File: src/hw/rtl/sbwd_pkg.sv
// shared types and constants of the spi bus word decoder
// no dependencies

package sbwd_pkg;

  localparam int CFG_INDEX_BITS = 3;
  localparam int CFG_DATA_BITS  = 7;
  localparam int WORD_OUT_BITS  = 64;
  localparam int STAMP_OUT_BITS = 48;

  typedef enum logic [CFG_INDEX_BITS-1:0] {
    REG_BITS_PER_WORD       = 3'd0,
    REG_MSB_FIRST           = 3'd1,
    REG_CLOCK_IDLE_LEVEL    = 3'd2,
    REG_SAMPLE_ON_TRAILING  = 3'd3,
    REG_ENABLE_ACTIVE_LEVEL = 3'd4,
    REG_ENABLE_PRESENT      = 3'd5,
    REG_MOSI_PRESENT        = 3'd6,
    REG_MISO_PRESENT        = 3'd7
  } cfg_idx_t;

  typedef struct packed {
    logic [6:0] bits_per_word;
    logic       msb_first;
    logic       clock_idle_level;
    logic       sample_on_trailing;
    logic       enable_active_level;
    logic       enable_present;
    logic       mosi_present;
    logic       miso_present;
  } cfg_t;

  localparam cfg_t CFG_RESET = '{
    bits_per_word:       7'd8,
    msb_first:           1'b1,
    clock_idle_level:    1'b0,
    sample_on_trailing:  1'b0,
    enable_active_level: 1'b0,
    enable_present:      1'b1,
    mosi_present:        1'b1,
    miso_present:        1'b1
  };

  typedef struct packed {
    logic clock_level;
    logic mosi_level;
    logic miso_level;
    logic enable_level;
  } sample_t;

  typedef enum logic [2:0] {
    PH_WAIT   = 3'b001,
    PH_ACTIVE = 3'b010,
    PH_ERROR  = 3'b100
  } phase_t;

  localparam logic KIND_DATA  = 1'b0;
  localparam logic KIND_ERROR = 1'b1;

endpackage

File: src/hw/rtl/spi_bus_word_decoder.sv
// top level of the spi bus word decoder: input register, decode engine, result register
// depends on sbwd_pkg, sbwd_cfg and sbwd_engine

// Passive SPI monitor. Each request on the input channel is one sample of the clock,
// MOSI, MISO and chip-enable lines; samples are numbered from zero and the number
// wraps at SAMPLE_BITS bits. A data frame (kind 0) carries the MOSI and MISO words and
// the sample numbers of the first and last clock edge of the word; an error frame
// (kind 1) marks a clock that was not idle when enable went active and spans the
// activation and release samples. Throughput is one sample per clock when the input
// is not stalled; a sample passes the input register, then the single-pass state
// update writes its result into the result register. The input stalls only while a
// result is held on a stalled output and the sample in the input register would give
// another one. There is no clearing pass after reset.

module spi_bus_word_decoder #(
  parameter int SAMPLE_BITS   = 48,
  parameter int MAX_WORD_BITS = 64
) (
  input  logic                                clk,
  input  logic                                rst,
  input  logic                                cfg_valid,
  output logic                                cfg_ready,
  input  logic [sbwd_pkg::CFG_INDEX_BITS-1:0] cfg_index,
  input  logic [sbwd_pkg::CFG_DATA_BITS-1:0]  cfg_data,
  input  logic                                in_valid,
  output logic                                in_stall,
  input  logic                                clock_level,
  input  logic                                mosi_level,
  input  logic                                miso_level,
  input  logic                                enable_level,
  output logic                                out_valid,
  input  logic                                out_stall,
  output logic                                kind,
  output logic [sbwd_pkg::WORD_OUT_BITS-1:0]  mosi_data,
  output logic [sbwd_pkg::WORD_OUT_BITS-1:0]  miso_data,
  output logic [sbwd_pkg::STAMP_OUT_BITS-1:0] start_sample,
  output logic [sbwd_pkg::STAMP_OUT_BITS-1:0] end_sample
);

  sbwd_pkg::cfg_t           cfg;
  sbwd_pkg::sample_t        smp;
  logic                     smp_valid;
  logic                     accept;
  logic                     process;
  logic                     emit;
  logic                     res_kind;
  logic [MAX_WORD_BITS-1:0] res_mosi, res_miso;
  logic [SAMPLE_BITS-1:0]   res_start, res_end;

  sbwd_cfg u_cfg (
    .clk       (clk),
    .rst       (rst),
    .cfg_valid (cfg_valid),
    .cfg_ready (cfg_ready),
    .cfg_index (cfg_index),
    .cfg_data  (cfg_data),
    .cfg       (cfg)
  );

  sbwd_engine #(
    .SAMPLE_BITS   (SAMPLE_BITS),
    .MAX_WORD_BITS (MAX_WORD_BITS)
  ) u_engine (
    .clk       (clk),
    .rst       (rst),
    .cfg       (cfg),
    .step      (process),
    .smp       (smp),
    .emit      (emit),
    .res_kind  (res_kind),
    .res_mosi  (res_mosi),
    .res_miso  (res_miso),
    .res_start (res_start),
    .res_end   (res_end)
  );

  // a sample with no result never waits on the output
  assign process  = smp_valid && (!emit || !out_valid || !out_stall);
  assign in_stall = smp_valid && !process;
  assign accept   = in_valid && !in_stall;

  always_ff @(posedge clk) begin
    if (rst) begin
      smp_valid <= 1'b0;
    end else if (accept) begin
      smp_valid <= 1'b1;
    end else if (process) begin
      smp_valid <= 1'b0;
    end
  end

  always_ff @(posedge clk) begin
    if (accept) begin
      smp <= '{clock_level:  clock_level,
               mosi_level:   mosi_level,
               miso_level:   miso_level,
               enable_level: enable_level};
    end
  end

  always_ff @(posedge clk) begin
    if (rst) begin
      out_valid <= 1'b0;
    end else if (process && emit) begin
      out_valid <= 1'b1;
    end else if (out_valid && !out_stall) begin
      out_valid <= 1'b0;
    end
  end

  always_ff @(posedge clk) begin
    if (process && emit) begin
      kind         <= res_kind;
      mosi_data    <= sbwd_pkg::WORD_OUT_BITS'(res_mosi);
      miso_data    <= sbwd_pkg::WORD_OUT_BITS'(res_miso);
      start_sample <= sbwd_pkg::STAMP_OUT_BITS'(res_start);
      end_sample   <= sbwd_pkg::STAMP_OUT_BITS'(res_end);
    end
  end

  a_no_overwrite: assert property (@(posedge clk) disable iff (rst)
    (out_valid && out_stall) |-> !(process && emit))
    else $error("result register overwritten while stalled");

  a_error_words_zero: assert property (@(posedge clk) disable iff (rst)
    (out_valid && kind == sbwd_pkg::KIND_ERROR) |-> (mosi_data == '0 && miso_data == '0))
    else $error("error frame with nonzero words");

  a_result_from_sample: assert property (@(posedge clk) disable iff (rst)
    $rose(out_valid) |-> $past(process))
    else $error("result without a processed sample");

  a_take_needs_room: assert property (@(posedge clk) disable iff (rst)
    accept |=> smp_valid)
    else $error("accepted sample lost");

endmodule

File: src/hw/rtl/sbwd_cfg.sv
// configuration register file of the spi bus word decoder
// depends on sbwd_pkg

module sbwd_cfg (
  input  logic                               clk,
  input  logic                               rst,
  input  logic                               cfg_valid,
  output logic                               cfg_ready,
  input  logic [sbwd_pkg::CFG_INDEX_BITS-1:0] cfg_index,
  input  logic [sbwd_pkg::CFG_DATA_BITS-1:0]  cfg_data,
  output sbwd_pkg::cfg_t                     cfg
);

  assign cfg_ready = 1'b1;

  always_ff @(posedge clk) begin
    if (rst) begin
      cfg <= sbwd_pkg::CFG_RESET;
    end else if (cfg_valid && cfg_ready) begin
      unique case (sbwd_pkg::cfg_idx_t'(cfg_index))
        sbwd_pkg::REG_BITS_PER_WORD:       cfg.bits_per_word <= cfg_data;
        sbwd_pkg::REG_MSB_FIRST:           cfg.msb_first <= cfg_data[0];
        sbwd_pkg::REG_CLOCK_IDLE_LEVEL:    cfg.clock_idle_level <= cfg_data[0];
        sbwd_pkg::REG_SAMPLE_ON_TRAILING:  cfg.sample_on_trailing <= cfg_data[0];
        sbwd_pkg::REG_ENABLE_ACTIVE_LEVEL: cfg.enable_active_level <= cfg_data[0];
        sbwd_pkg::REG_ENABLE_PRESENT:      cfg.enable_present <= cfg_data[0];
        sbwd_pkg::REG_MOSI_PRESENT:        cfg.mosi_present <= cfg_data[0];
        sbwd_pkg::REG_MISO_PRESENT:        cfg.miso_present <= cfg_data[0];
      endcase
    end
  end

endmodule

File: src/hw/rtl/sbwd_engine.sv
// decode state and single-pass next-state logic of the spi bus word decoder
// depends on sbwd_pkg

module sbwd_engine #(
  parameter int SAMPLE_BITS   = 48,
  parameter int MAX_WORD_BITS = 64
) (
  input  logic                     clk,
  input  logic                     rst,
  input  sbwd_pkg::cfg_t           cfg,
  input  logic                     step,
  input  sbwd_pkg::sample_t        smp,
  output logic                     emit,
  output logic                     res_kind,
  output logic [MAX_WORD_BITS-1:0] res_mosi,
  output logic [MAX_WORD_BITS-1:0] res_miso,
  output logic [SAMPLE_BITS-1:0]   res_start,
  output logic [SAMPLE_BITS-1:0]   res_end
);

  localparam int IW = $clog2(MAX_WORD_BITS);
  localparam logic [6:0] MAX_W = 7'(MAX_WORD_BITS);

  sbwd_pkg::phase_t         phase, phase_next;
  logic [6:0]               bit_count, bit_count_next;
  logic [MAX_WORD_BITS-1:0] mosi_shift, mosi_shift_next;
  logic [MAX_WORD_BITS-1:0] miso_shift, miso_shift_next;
  logic                     prev_clock, prev_enable;
  logic [SAMPLE_BITS-1:0]   sample_count;
  logic [SAMPLE_BITS-1:0]   frame_start, frame_start_next;
  logic [SAMPLE_BITS-1:0]   last_edge_sample, last_edge_next;
  logic                     awaiting_trailing, awaiting_next;

  logic [6:0]               wb;
  logic [6:0]               bc1;
  logic [IW-1:0]            idx;
  logic [MAX_WORD_BITS-1:0] mosi_ins, miso_ins, mosi_add, miso_add;
  logic                     active, leading, take;

  always_comb begin
    if (cfg.bits_per_word == 7'd0) begin
      wb = 7'd1;
    end else if (cfg.bits_per_word > MAX_W) begin
      wb = MAX_W;
    end else begin
      wb = cfg.bits_per_word;
    end
  end

  assign bc1     = bit_count + 7'd1;
  assign idx     = bit_count[IW-1:0];
  assign active  = (smp.enable_level == cfg.enable_active_level);
  assign leading = (smp.clock_level != cfg.clock_idle_level);
  assign take    = (leading != cfg.sample_on_trailing);

  // lsb first places the bit at the current count
  always_comb begin
    mosi_ins      = mosi_shift;
    miso_ins      = miso_shift;
    mosi_ins[idx] = mosi_shift[idx] | smp.mosi_level;
    miso_ins[idx] = miso_shift[idx] | smp.miso_level;
  end

  always_comb begin
    if (!cfg.mosi_present) begin
      mosi_add = mosi_shift;
    end else if (cfg.msb_first) begin
      mosi_add = {mosi_shift[MAX_WORD_BITS-2:0], smp.mosi_level};
    end else begin
      mosi_add = mosi_ins;
    end
    if (!cfg.miso_present) begin
      miso_add = miso_shift;
    end else if (cfg.msb_first) begin
      miso_add = {miso_shift[MAX_WORD_BITS-2:0], smp.miso_level};
    end else begin
      miso_add = miso_ins;
    end
  end

  always_comb begin
    phase_next       = phase;
    bit_count_next   = bit_count;
    mosi_shift_next  = mosi_shift;
    miso_shift_next  = miso_shift;
    frame_start_next = frame_start;
    last_edge_next   = last_edge_sample;
    awaiting_next    = awaiting_trailing;
    emit             = 1'b0;
    res_kind         = sbwd_pkg::KIND_DATA;
    res_mosi         = mosi_shift;
    res_miso         = miso_shift;
    res_start        = frame_start;
    res_end          = sample_count;
    unique case (phase)
      sbwd_pkg::PH_ACTIVE: begin
        if (cfg.enable_present && !active) begin
          // release: a word still waiting for its trailing edge goes out
          if (awaiting_trailing) begin
            emit    = 1'b1;
            res_end = last_edge_sample;
          end
          bit_count_next  = '0;
          mosi_shift_next = '0;
          miso_shift_next = '0;
          awaiting_next   = 1'b0;
          phase_next      = sbwd_pkg::PH_WAIT;
        end else if (smp.clock_level != prev_clock) begin
          if (awaiting_trailing) begin
            emit            = 1'b1;
            bit_count_next  = '0;
            mosi_shift_next = '0;
            miso_shift_next = '0;
            awaiting_next   = 1'b0;
          end else begin
            if (leading && bit_count == 7'd0) begin
              frame_start_next = sample_count;
            end
            last_edge_next = sample_count;
            if (take) begin
              if (bc1 >= wb) begin
                if (leading) begin
                  awaiting_next   = 1'b1;
                  bit_count_next  = bc1;
                  mosi_shift_next = mosi_add;
                  miso_shift_next = miso_add;
                end else begin
                  emit            = 1'b1;
                  res_mosi        = mosi_add;
                  res_miso        = miso_add;
                  bit_count_next  = '0;
                  mosi_shift_next = '0;
                  miso_shift_next = '0;
                end
              end else begin
                bit_count_next  = bc1;
                mosi_shift_next = mosi_add;
                miso_shift_next = miso_add;
              end
            end
          end
        end
      end
      sbwd_pkg::PH_ERROR: begin
        res_kind = sbwd_pkg::KIND_ERROR;
        res_mosi = '0;
        res_miso = '0;
        if (!cfg.enable_present) begin
          phase_next = sbwd_pkg::PH_WAIT;
        end else if (!active) begin
          emit       = 1'b1;
          phase_next = sbwd_pkg::PH_WAIT;
        end
      end
      default: begin
        phase_next = sbwd_pkg::PH_WAIT;
        if (cfg.enable_present) begin
          if (active && prev_enable != cfg.enable_active_level) begin
            frame_start_next = sample_count;
            bit_count_next   = '0;
            mosi_shift_next  = '0;
            miso_shift_next  = '0;
            awaiting_next    = 1'b0;
            phase_next       = leading ? sbwd_pkg::PH_ERROR : sbwd_pkg::PH_ACTIVE;
          end
        end else if (!leading) begin
          bit_count_next  = '0;
          mosi_shift_next = '0;
          miso_shift_next = '0;
          awaiting_next   = 1'b0;
          phase_next      = sbwd_pkg::PH_ACTIVE;
        end
      end
    endcase
  end

  always_ff @(posedge clk) begin
    if (rst) begin
      phase             <= sbwd_pkg::PH_WAIT;
      bit_count         <= '0;
      mosi_shift        <= '0;
      miso_shift        <= '0;
      prev_clock        <= sbwd_pkg::CFG_RESET.clock_idle_level;
      prev_enable       <= ~sbwd_pkg::CFG_RESET.enable_active_level;
      sample_count      <= '0;
      frame_start       <= '0;
      last_edge_sample  <= '0;
      awaiting_trailing <= 1'b0;
    end else if (step) begin
      phase             <= phase_next;
      bit_count         <= bit_count_next;
      mosi_shift        <= mosi_shift_next;
      miso_shift        <= miso_shift_next;
      prev_clock        <= smp.clock_level;
      prev_enable       <= smp.enable_level;
      sample_count      <= sample_count + SAMPLE_BITS'(1);
      frame_start       <= frame_start_next;
      last_edge_sample  <= last_edge_next;
      awaiting_trailing <= awaiting_next;
    end
  end

endmodule

File: config.mk
export PLATFORM = sky130hd
export DESIGN_NAME = spi_bus_word_decoder
export DESIGN_NICKNAME = d
export VERILOG_FILES = /design/src/hw/rtl/sbwd_pkg.sv /design/src/hw/rtl/spi_bus_word_decoder.sv /design/src/hw/rtl/sbwd_cfg.sv /design/src/hw/rtl/sbwd_engine.sv
export SDC_FILE = /design/constraint.sdc
export NUM_CORES = 2
export LEC_CHECK = 0
export BUFFER_PORTS_ARGS = -buffer_cell sky130_fd_sc_hd__buf_4
export CORE_MARGIN = 5
export CORE_UTILIZATION = 55
export CTS_CLUSTER_SIZE = 8
export DETAILED_ROUTE_END_ITERATION = 16
export HOLD_SLACK_MARGIN = 0.03
export PLACE_DENSITY = 0.72
export RECOVER_POWER = 100
export SLEW_MARGIN = 5
export SYNTH_ARGS = -nofsm -noshare
export SYNTH_HDL_FRONTEND = slang
export SYNTH_SLANG_ARGS = --single-unit
File: constraint.sdc
create_clock -name clk -period 16.5 [get_ports clk]
set_clock_uncertainty 0.05 [all_clocks]
set_input_delay 0.825 -clock clk [delete_from_list [all_inputs] [get_ports clk]]
set_output_delay 0.825 -clock clk [all_outputs]
set_load 0.03 [all_outputs]
==> results.json <==
{
  "status": "complete, but fails checks",
  "violations": "capacitance limit, slew limit",
  "ioPinCount": 247,
  "maxCapViolCount": 14,
  "cpMostUsedCell": "clkbuf_1",
  "synth_warnings": 0,
  "crit_path_max_fanout": 101,
  "yosys.cell_types.count": 81,
  "cts-hold-fix-buffers": 0,
  "hold_path.class": "primary input to flop",
  "num_vias": 21200,
  "routed_wl_mm": 77.8,
  "area_delta_synth_final_pct": 12.6,
  "netlist.top_cell.by_area": "edfxtp_1",
  "required_ps": 16680,
  "drt_iter0_drc": 2593,
  "cts.root.buffer_cell": "clkbuf_16",
  "synth_ff_type": "dfxtp_1",
  "synth_seq_area_share_pct": 51.3,
  "ys_ff_latch": 530,
  "grt_first_pass_wirelength_mm": 119,
  "cts_tree": "yes",
  "numCtsBuffers": 76,
  "cts.repair.resized": 0,
  "yosysTopAreaCellShare_pct": 27.3,
  "fin_area_mm2": 0.0283,
  "wire_per_inst_um": 23.1,
  "slew_violations": 800,
  "yosys.area_share.simple_pct": 13.8,
  "drive_gt1_share_pct": 8.07,
  "synth_top_family_by_area": "compound AO/OA/AOI/OAI gates",
  "finalSetupViolations": 0,
  "grt_antenna_before_repair": 6,
  "grt_use_total_pct": 29.9,
  "io_buffers": 245,
  "hold_viol_final": 0,
  "grt_setup_unrepaired": "no",
  "drt_first_pass_iters": 6,
  "synth_xor_area_share_pct": 1.77,
  "finalCritPeriodShare_pct": 64.1,
  "critPathKind": "flop to flop",
  "setup_tns_ps": 0,
  "fmax_mhz": 94.5,
  "powerDensity_mw_per_mm2": 103,
  "synth-edff-count": 229,
  "start_kind": "flop",
  "fillers": 3917,
  "clk_latency_ps": 640,
  "dp.cells": 3226,
  "crit_arrival_ps": 10760,
  "path_delay_family": "buffers and inverters",
  "synthAdderAreaFrac_pct": 0.497,
  "relSlewSlack_pct": -230,
  "gp_congestion": 0.977,
  "p_leak_uw": 0.00941,
  "htreeDepth": 3,
  "synth-compound-area-share_pct": 19.0,
  "post_dp_cell_area_mm2": 0.0270,
  "syn-cell-area_mm2": 0.0252,
  "post-cts-setup-buffers": 0,
  "synthCells": 2571,
  "num-nets-final": 2733,
  "yosys-top-cells-area": "edfxtp_1, dfxtp_1, mux2i_1",
  "critical_path.max_stage_delay_ps": 3430,
  "synth.mux.area_fraction_pct": 9.31,
  "min_period_ps": 10580,
  "dpl.hpwl_mm": 50.5,
  "fp.coreArea_mm2": 0.0453,
  "syn_nets": 2600,
  "async_reset_ff_share_pct": 0,
  "grt_pass1_vias": 20500,
  "viasPerCell": 6.30,
  "globalRoute.totalOverflow": 0,
  "grt_max_degree": 107,
  "worst-slew-pin-transition_ps": 4940,
  "ant_nets": 0,
  "die_h_um": 224,
  "avgSynthCellArea_um2": 9.79,
  "die-width_um": 224,
  "hold_ws_ps": 350,
  "cts.sinks": 530,
  "slowest_stage": "clkbuf_1",
  "die-area_mm2": 0.0501,
  "drc": 0,
  "cp_cell_sequence": "or3b_2 -> clkbuf_1 -> inv_1 -> nand4_1 -> o311a_1 -> o21ai_4 -> clkbuf_1 -> nor2_4 -> clkbuf_1 -> buf_4",
  "start_util_pct": 55.6,
  "ir_drop_mv": 0.0968,
  "cts_buffer_depth": 3,
  "worst-path-buf-inv": 5,
  "path_clk_slew_ps": 50,
  "rows": 78,
  "final_cells": 3368,
  "end_kind": "flop"
}
==> kinds of logic (layout without fill, tap and decap cells) <==
group                      count (synthesis)  count (layout)
other                                      1               5
AOI/OAI and AO/OA                        767             767
adders and majority gates                 10              10
xor gates and xnor gates                  49              49
DFF                                      530             530
muxes                                    206             206
and+or+nand+nor                          769             769
buffers and inverters                    239             432
==> final cells by class <==
cell class                 instances  area, um2  area share [%]
timing repair buffer             275       1170            4.12
antenna                            4       10.0          0.0353
tap                              600        751            2.65
clock buffer                     131       2130            7.51
clock inverter                     7        106           0.375
inverter                          19       71.3           0.252
multi-input combinational       1802      11200            39.5
sequential                       530      12900            45.5
==> per-layer routing <==
layer,GRT usage [%],wire length [um],vias up
met1,36.8,29400,10200
met5,0,57,-
li1,-,-,9642
met2,48.8,36800,1101
met4,17.5,5030,8
met3,6.41,6490,259
==> path summary, 6_finish.rpt <==
check | from | to | slack, ps | cells after the start
worst max-delay path | u_engine.phase[2]$_SDFFE_PP0P_ | miso_data[46]$_DFFE_PP_ | 5920 | 10
worst min register to register | u_engine.res_start[12]$_SDFFE_PP0P_ | start_sample[12]$_DFFE_PP_ | 370 | 0
worst min-delay path | mosi_level | smp[2]$_DFFE_PP_ | 350 | 1
worst max register to register | u_engine.phase[2]$_SDFFE_PP0P_ | miso_data[46]$_DFFE_PP_ | 5920 | 10
==> flip-flops by register name, indices dropped and copies added, names as in the netlist, 14 cells and up <==
signal,cells
miso_data,64
mosi_data,64
u_engine.miso_shift,64
u_engine.mosi_shift,64
end_sample,48
start_sample,48
u_engine.last_edge_sample,48
u_engine.res_start,48
u_engine.sample_count,48
u_cfg.cfg,14
==> where the power goes <==
part           internal, uW  switching (uW)  leakage, uW
Combinational          25.2            60.7      0.00417
Sequential             1360            5.74      0.00417
Clock                   878             583      0.00106
==> stage by stage <==
step / setup slack (ps) / total power (uW) / utilization [%]
2_1_floorplan: 3110 / 1460 / -
3_3_place_gp: 10550 / 1480 / 59.7
3_5_place_dp: 10280 / 1480 / 59.7
4_1_cts: 10270 / 2930 / 64.6
5_1_grt: 5310 / 3010 / 62.6
6_report: 5920 / 2920 / 62.6
==> Yosys cell counts, types with 3 or more instances <==
cell / count
o22ai_1: 31
mux2i_1: 138
nor4_2: 4
edfxtp_1: 229
buf_1: 11
a31oi_1: 4
and3_1: 50
buf_2: 42
a22o_1: 130
inv_1: 18
nor3b_1: 6
nor3_2: 3
nor4_1: 15
clkbuf_1: 140
nand3_1: 35
nand3b_1: 10
nor3_1: 24
o21ai_1: 40
or3b_2: 8
mux4_2: 17
o211ai_1: 6
xor2_1: 15
and2_1: 9
nand2b_1: 9
o21a_1: 32
nor2b_1: 7
buf_4: 17
and3b_1: 4
a21oi_1: 196
or3_1: 12
a21o_1: 16
ha_1: 10
a31o_2: 4
nand2_1: 357
xnor2_1: 32
nand4_1: 17
dfxtp_1: 301
a22oi_1: 36
o21ai_0: 237
nor2_1: 187
a211oi_1: 4
mux2_2: 50
buf_6: 8
==> cell usage in the layout (no fill, tap or decap), types with 10 or more instances in the layout <==
master | Yosys | final
a22o_1 | 130 | 130
o22ai_1 | 31 | 31
edfxtp_1 | 229 | 229
a22oi_1 | 36 | 36
buf_4 | 17 | 33
inv_1 | 18 | 18
mux4_2 | 17 | 17
nor3_1 | 24 | 25
or3_1 | 12 | 12
o21a_1 | 32 | 32
mux2i_1 | 138 | 138
mux2_2 | 50 | 48
clkbuf_1 | 140 | 293
o21ai_0 | 237 | 274
nor4_1 | 15 | 16
a21o_1 | 16 | 16
and3_1 | 50 | 50
nand3b_1 | 10 | 10
nand3_1 | 35 | 33
ha_1 | 10 | 10
xor2_1 | 15 | 15
clkbuf_16 | 0 | 77
nand4_1 | 17 | 17
nand2_1 | 357 | 356
a21oi_1 | 196 | 196
xnor2_1 | 32 | 32
nor2_1 | 187 | 186
dfxtp_1 | 301 | 297
Note: power is estimated with default switching activity, not from simulation.
